--- src/rtl/core/ece_pkg.sv ---
// Shared types and codes for the epsilon-closure engine.
// No dependencies; imported by ece_front, ece_back and epsilon_closure_engine.
`timescale 1ns / 1ps

package ece_pkg;

    localparam int ECE_N_STATES = 32;   // default state count
    localparam int STATE_W      = 5;    // width of a state field
    localparam int CMD_W        = 2;
    localparam int STATUS_W     = 2;

    // command codes
    localparam logic [CMD_W-1:0] CMD_CLEAR = 2'd0;
    localparam logic [CMD_W-1:0] CMD_ADD   = 2'd1;
    localparam logic [CMD_W-1:0] CMD_QUERY = 2'd2;
    localparam logic [CMD_W-1:0] CMD_NONE  = 2'd3;   // unused code, ignored

    // result status codes
    localparam logic [STATUS_W-1:0] ST_MEMBER  = 2'd0;
    localparam logic [STATUS_W-1:0] ST_STORED  = 2'd1;
    localparam logic [STATUS_W-1:0] ST_DROPPED = 2'd2;
    localparam logic [STATUS_W-1:0] ST_CLEARED = 2'd3;

    // work kinds decided by the front end
    typedef enum logic [2:0] {
        OP_CLEAR,   // empty all edge lists
        OP_ADD,     // edge in range, may still hit a full list
        OP_DROP,    // edge out of range
        OP_QUERY,   // closure walk from an in-range start
        OP_LONE     // start out of range: single member, no walk
    } op_t;

    typedef struct packed {
        op_t                kind;
        logic [STATE_W-1:0] src_state;
        logic [STATE_W-1:0] dst_state;
        logic [STATE_W-1:0] root_state;
    } entry_t;

    typedef struct packed {
        logic [STATUS_W-1:0] status;
        logic [STATE_W-1:0]  member_state;
        logic                last;
    } res_t;

endpackage

--- src/rtl/core/ece_front.sv ---
// Front end: takes requests, classifies them and holds them in a two-entry queue.
// Depends on ece_pkg.
`timescale 1ns / 1ps

module ece_front
    import ece_pkg::*;
#(
    parameter int N_STATES = ECE_N_STATES
)
(
    input  logic               clk,
    input  logic               rst_n,
    input  logic               start,
    output logic               busy,
    input  logic [CMD_W-1:0]   cmd,
    input  logic [STATE_W-1:0] src_state,
    input  logic [STATE_W-1:0] dst_state,
    input  logic [STATE_W-1:0] root_state,
    output logic               q_valid,
    output entry_t             q_entry,
    input  logic               q_pop
);

    localparam int DEPTH = 2;
    localparam int PW    = $clog2(DEPTH);
    localparam int CNTW  = $clog2(DEPTH + 1);

    entry_t            queue_reg [DEPTH];
    logic [PW-1:0]     wr_ptr_reg, wr_ptr_next;
    logic [PW-1:0]     rd_ptr_reg, rd_ptr_next;
    logic [CNTW-1:0]   count_reg, count_next;

    entry_t            in_entry;
    logic              known_cmd;
    logic              push;

    always_comb
    begin
        in_entry.src_state  = src_state;
        in_entry.dst_state  = dst_state;
        in_entry.root_state = root_state;
        in_entry.kind       = OP_CLEAR;
        known_cmd           = 1'b1;
        case (cmd)
            CMD_CLEAR: in_entry.kind = OP_CLEAR;
            CMD_ADD:
            begin
                if (int'(src_state) >= N_STATES || int'(dst_state) >= N_STATES)
                    in_entry.kind = OP_DROP;
                else
                    in_entry.kind = OP_ADD;
            end
            CMD_QUERY:
            begin
                if (int'(root_state) >= N_STATES)
                    in_entry.kind = OP_LONE;
                else
                    in_entry.kind = OP_QUERY;
            end
            default: known_cmd = 1'b0;   // unused code: taken and discarded
        endcase
    end

    assign busy    = (count_reg == CNTW'(DEPTH));
    assign push    = start && !busy && known_cmd;
    assign q_valid = (count_reg != '0);
    assign q_entry = queue_reg[rd_ptr_reg];

    always_comb
    begin
        wr_ptr_next = push  ? wr_ptr_reg + 1'b1 : wr_ptr_reg;
        rd_ptr_next = q_pop ? rd_ptr_reg + 1'b1 : rd_ptr_reg;
        count_next  = count_reg + CNTW'(push) - CNTW'(q_pop);
    end

    always_ff @(posedge clk or negedge rst_n)
    begin
        if (!rst_n)
        begin
            wr_ptr_reg <= '0;
            rd_ptr_reg <= '0;
            count_reg  <= '0;
        end
        else
        begin
            wr_ptr_reg <= wr_ptr_next;
            rd_ptr_reg <= rd_ptr_next;
            count_reg  <= count_next;
        end
    end

    always_ff @(posedge clk)
    begin
        if (push)
            queue_reg[wr_ptr_reg] <= in_entry;
    end

endmodule

--- config.mk ---
export PLATFORM = sky130hd
export DESIGN_NAME = ece_front
export DESIGN_NICKNAME = d
export VERILOG_FILES = /design/src/rtl/core/ece_pkg.sv /design/src/rtl/core/ece_front.sv
export SDC_FILE = /design/constraint.sdc
export NUM_CORES = 1
export LEC_CHECK = 0
export ABC_AREA = 1
export ABC_CLOCK_PERIOD_IN_PS = 4200
export BUFFER_PORTS_ARGS = -buffer_cell sky130_fd_sc_hd__buf_2
export CAP_MARGIN = 20
export CORE_MARGIN = 1.5
export CORE_UTILIZATION = 45
export DETAILED_ROUTE_END_ITERATION = 8
export HOLD_SLACK_MARGIN = 0.1
export PLACE_DENSITY = 0.77
export SYNTH_ARGS = -nofsm -noshare
export SYNTH_HDL_FRONTEND = slang
export SYNTH_SLANG_ARGS = --single-unit
export TNS_END_PERCENT = 20
--- constraint.sdc ---
create_clock -name clk -period 4.2 [get_ports clk]
set_input_delay 0.42 -clock clk [delete_from_list [all_inputs] [get_ports clk]]
set_output_delay 0.42 -clock clk [all_outputs]
set_load 0.005 [all_outputs]
# Word level (Yosys, flattened, before mapping)
# Memory sizes are Yosys's and may differ from the RTL's.
# Cells that the tools add are included.
[totals] ff_bits=4 ramBits=34 in_bits=21 output_inout_bits=20 elab_cells=21 mem_count=1
[memory_table] memory="queue_reg" words=2 word_bits=17 rd=1 rd_ports_with_merged_regs=0 wr=1 line="ece_front.sv:28" rtl="entry_t queue_reg [DEPTH];"
[classes] add_sub_neg=4 n_eq_ne=3 mux=4 reduce_logical=6
[ops] operator="equality test 2 bit, second input constant" count=2
[ops] operator="one-hot mux 2 bit (2 select lines)" count=1
[ops] operator="two-way mux 1 bit" count=3
[ops] operator="OR reduction 3 bit" count=1
[ops] operator="adder 1 bit, second input constant" count=2
[ops] operator="adder 2 x 1 -> 2 bit" count=1
[ops] operator="equality test 2 x 1 -> 1 bit, second input constant" count=1
[ops] operator="logical AND 1 bit" count=2
[ops] operator="logical NOT 2 bit" count=1
[ops] operator="nonzero test 2 bit" count=1
[ops] operator="subtractor 2 x 1 -> 2 bit" count=1
[ops] operator="logical NOT 1 bit" count=1

# Longest topological paths before layout
[logic_depth] depth_word=6 depth_mapped=9 mapped_depth_nobuf=9

# Least setup slack after synthesis
# No wires, ideal clock.
[synth_path] path_kind="input to register" from="input port cmd[0]" to="memory queue_reg[1][0] (netlist name) (enable)" setup_time_ns=0.391 t_arrival_ns=1.555 t_required_ns=3.809 slack_ns=2.254 stages=4 path_buffers=0 cell_sequence="ha_1 nor2_1 nand2_1 nor2_1"
[synth_between] elab_chain_cells=6 word_cells_on_any_way=8 cone_classes="eq/ne (2); mux (3); reduce/logical (3)"
[synth_lines] item="start, declared" line="ece_front.sv:15" rtl="input logic [CMD_W-1:0] cmd,"
[synth_lines] item="equality test 2 bit, or another cell as far along" line="ece_front.sv:44" rtl="case (cmd)"
[synth_lines] item="OR reduction 3 bit (no source line) (*)"
[synth_lines] item="two-way mux 1 bit (*)" line="ece_front.sv:44"
[synth_lines] item="logical AND 1 bit (*)" line="ece_front.sv:65" rtl="assign push = start && !busy && known_cmd;"
[synth_lines] item="two-way mux 1 bit (*)" line="ece_front.sv:94" rtl="if (push)"
[synth_lines] item="two-way mux 1 bit (implied by the code) (*)" line="ece_front.sv:95" rtl="queue_reg[wr_ptr_reg] <= in_entry;"
[synth_lines] item="end, declared" line="ece_front.sv:28"
# Every way passes the cells marked *; elsewhere a longest branch is shown, timed or not.

==> impl_metrics.toml <==
[hold_path]
hold_start = "dst_state[2]"
worstHoldEndpoint = "queue_reg[1][7]$_DFFE_PP_"
hold_depth = 1
hold_class = "in2reg"

[layout]
antenna_cells = 0
final_area_um2 = 1920
layout.nets = 194
multi_input_area_um2 = 315
layout.cells.non_filler = 216
fill_cells = 299
register_area_um2 = 1120
largest_reg_flops = 34
final_layout_size_suffix_gt1_frac = 0.359
area_growth_syn_to_layout_pct = 19.2

[timing]
tightestPinTransition_ns = 0.652
slew_violations = 0
fmax_mhz = 553
finClkSkew_ns = 0.0102
finalCriticalPeriod_ns = 1.81
relSlewSlack = 0.565
hold_violations = 0
setup_tns_ns = 0
fin_crit_sh = 0.431
finalSetupViolCount = 0
rsz0062_at_grt = "false"
finalWorstSetupSlack_ns = 2.39

[cts]
clk_latency_ns = 0.33
clkSlewWorstSetupHoldPaths_ns = 0.11
clockRootBuffer = "clkbuf_4"
cts_buffers = 5
post-cts-setup-buffers = 0
cts_sinks = 38
h-tree-depth = 2
cts_tree = "yes"
cts_buffer_depth = 2

[floorplanning]
dieWidth_um = 62.8
die-height_um = 62.8
dieArea_um2 = 3950
start_util = 0.475
num_rows = 21
ios = 41
core_area_um2 = 3390

[drt]
vias = 995
wire_per_inst_um = 11.7
route.detailed.drc = 0
viasPerCell = 4.61
drt_iter0_drc = 31
ant_nets = 0
wl_um = 2520
firstDrtPassIters = 4

[power_and_ir_drop]
p_int_w = 0.000831
pwr_density_cell_nw_per_um2 = 620
irDropWorstVdd_uv = 322
p_comb_frac = 0.312
power.leakage_nw = 0.888
power.share.clock = 0.248
p_switching_w = 0.000359
switching_share = 0.302
power.total_w = 0.00119
power_frac_seq = 0.440

[critical_path]
rr_worst_depth = 3
critical_path_class = "reg2out"
r2r-start = "count_reg[1]$_DFF_PN0_"
critPathLaunchType = "register"
arrival_ns = 1.39
crit_path_end_kind = "output port"
timing.rr.end = "queue_reg[0][1]$_DFFE_PP_"
worstPathRequired_ns = 3.78
rrSetupSlack_ns = 2.72
path_max_fanout = 35

[yosys]
synth_cell_types = 14
synth.yosys.seq_area_share = 0.696
avgSynthCellArea_um2 = 12.9
synth_fp_nets = 150
synth_cells = 125
ys_warn_count = 0
ys_seq_elements = 38
syn_area_um2 = 1610

[place]
pre_cts_slack_ns = 2.35
gp_congestion = 0.656
port_buffers = 39
placed_cells = 207
placed_cell_area_um2 = 1810
dp_hpwl_um = 1810

[global_routing]
grt_pass1_wl_um = 4130
grt-ovfl-total = 0
antenna_found_initial = 0
grt_pass1_vias = 1012
grtUsageTotal = 0.142
grt_max_degree = 36

[status]
outcome = "completed"

[job]
maxCapViolations = 0
cells in the mapped netlist:
library cell  instances  area share
edfxtp_1             34        0.63
inv_1                28       0.065
nand2_1              27       0.063
o21ai_2              13       0.071
dfrtp_1               4       0.062
ha_1                  4       0.031
o21ai_0               4       0.012
buf_12                2       0.025
buf_6                 2       0.014
nand3_1               2      0.0062
nor2_1                2      0.0047
buf_4                 1      0.0047
conb_1                1      0.0023
xor2_1                1      0.0054
cell type report:
class / instances / share of cell area
Clock buffer: 5 / 0.0195
Tap cell: 46 / 0.0300
Inverter: 28 / 0.0547
Clock inverter: 3 / 0.0332
Timing Repair Buffer: 42 / 0.115
Sequential cell: 38 / 0.584
Multi-Input combinational cell: 54 / 0.164
stage by stage:
step           hold slack [ns]  utilization
2_1_floorplan            0.124            -
3_3_place_gp             0.227        0.534
3_5_place_dp             0.233        0.534
4_1_cts                  0.251        0.567
5_1_grt                  0.253        0.567
6_report                 0.267        0.567
critical path, stage by stage (launching register included):
cell and delay [ns]:
dfrtp_1 0.33, buf_4 0.36, nand2_1 0.10, o21ai_0 0.12, buf_2 0.15
cell families after synthesis:
| logic type | share of synthesized area |
|---|---|
| compound gates | 0.0831 |
| xor+xnor | 0.00544 |
| fa+ha+maj | 0.0311 |
| buf+inv | 0.109 |
| flops | 0.696 |
| other cells | 0.00233 |
| simple gates | 0.0738 |
routing by layer:
metal / routed length (um) / vias to the layer above / GRT usage
met4: 62 / 0 / 0.0889
li1: - / 490 / -
met5: 0 / - / 0
met3: 182 / 9 / 0.0432
met2: 1310 / 36 / 0.251
met1: 963 / 460 / 0.146
worst max-delay path by stage:
stage,end,cells past startpoint,from
after floorplan,queue_reg[1][0]$_DFFE_PP_,4,cmd[0]
after global placement,queue_reg[0][9]$_DFFE_PP_,5,cmd[0]
after detailed placement,queue_reg[0][8]$_DFFE_PP_,5,cmd[0]
after CTS,q_entry[15],4,rd_ptr_reg$_DFFE_PN0P_
after global routing,q_entry[15],4,rd_ptr_reg$_DFFE_PN0P_
final,q_entry[15],4,rd_ptr_reg$_DFFE_PN0P_
power groups by stage:
stage                     clock network, W  registers, W  logic, W
after floorplan                          0      0.000527  0.000291
after global placement                   0      0.000528  0.000356
after detailed placement                 0      0.000533  0.000377
after CTS                         0.000301      0.000525  0.000380
after global routing              0.000313      0.000531  0.000421
final                             0.000295      0.000524  0.000371
what timing repair did:
action                    CTS  global route
hold buffers                1             0
hold endpoints to repair    4             0
resized for setup           0             0
placed cells by master (no fill, tap or decap):
master	instances
buf_2	39
buf_4	2
bufinv_16	2
clkbuf_4	5
clkinv_1	1
conb_1	1
dfrtp_1	4
dlygate4sd3_1	1
edfxtp_1	34
ha_1	4
inv_1	28
nand2_1	27
nand3_1	2
nor2_1	2
o21ai_0	4
o21ai_2	13
xor2_1	1
(Power assumes the default switching activity.)
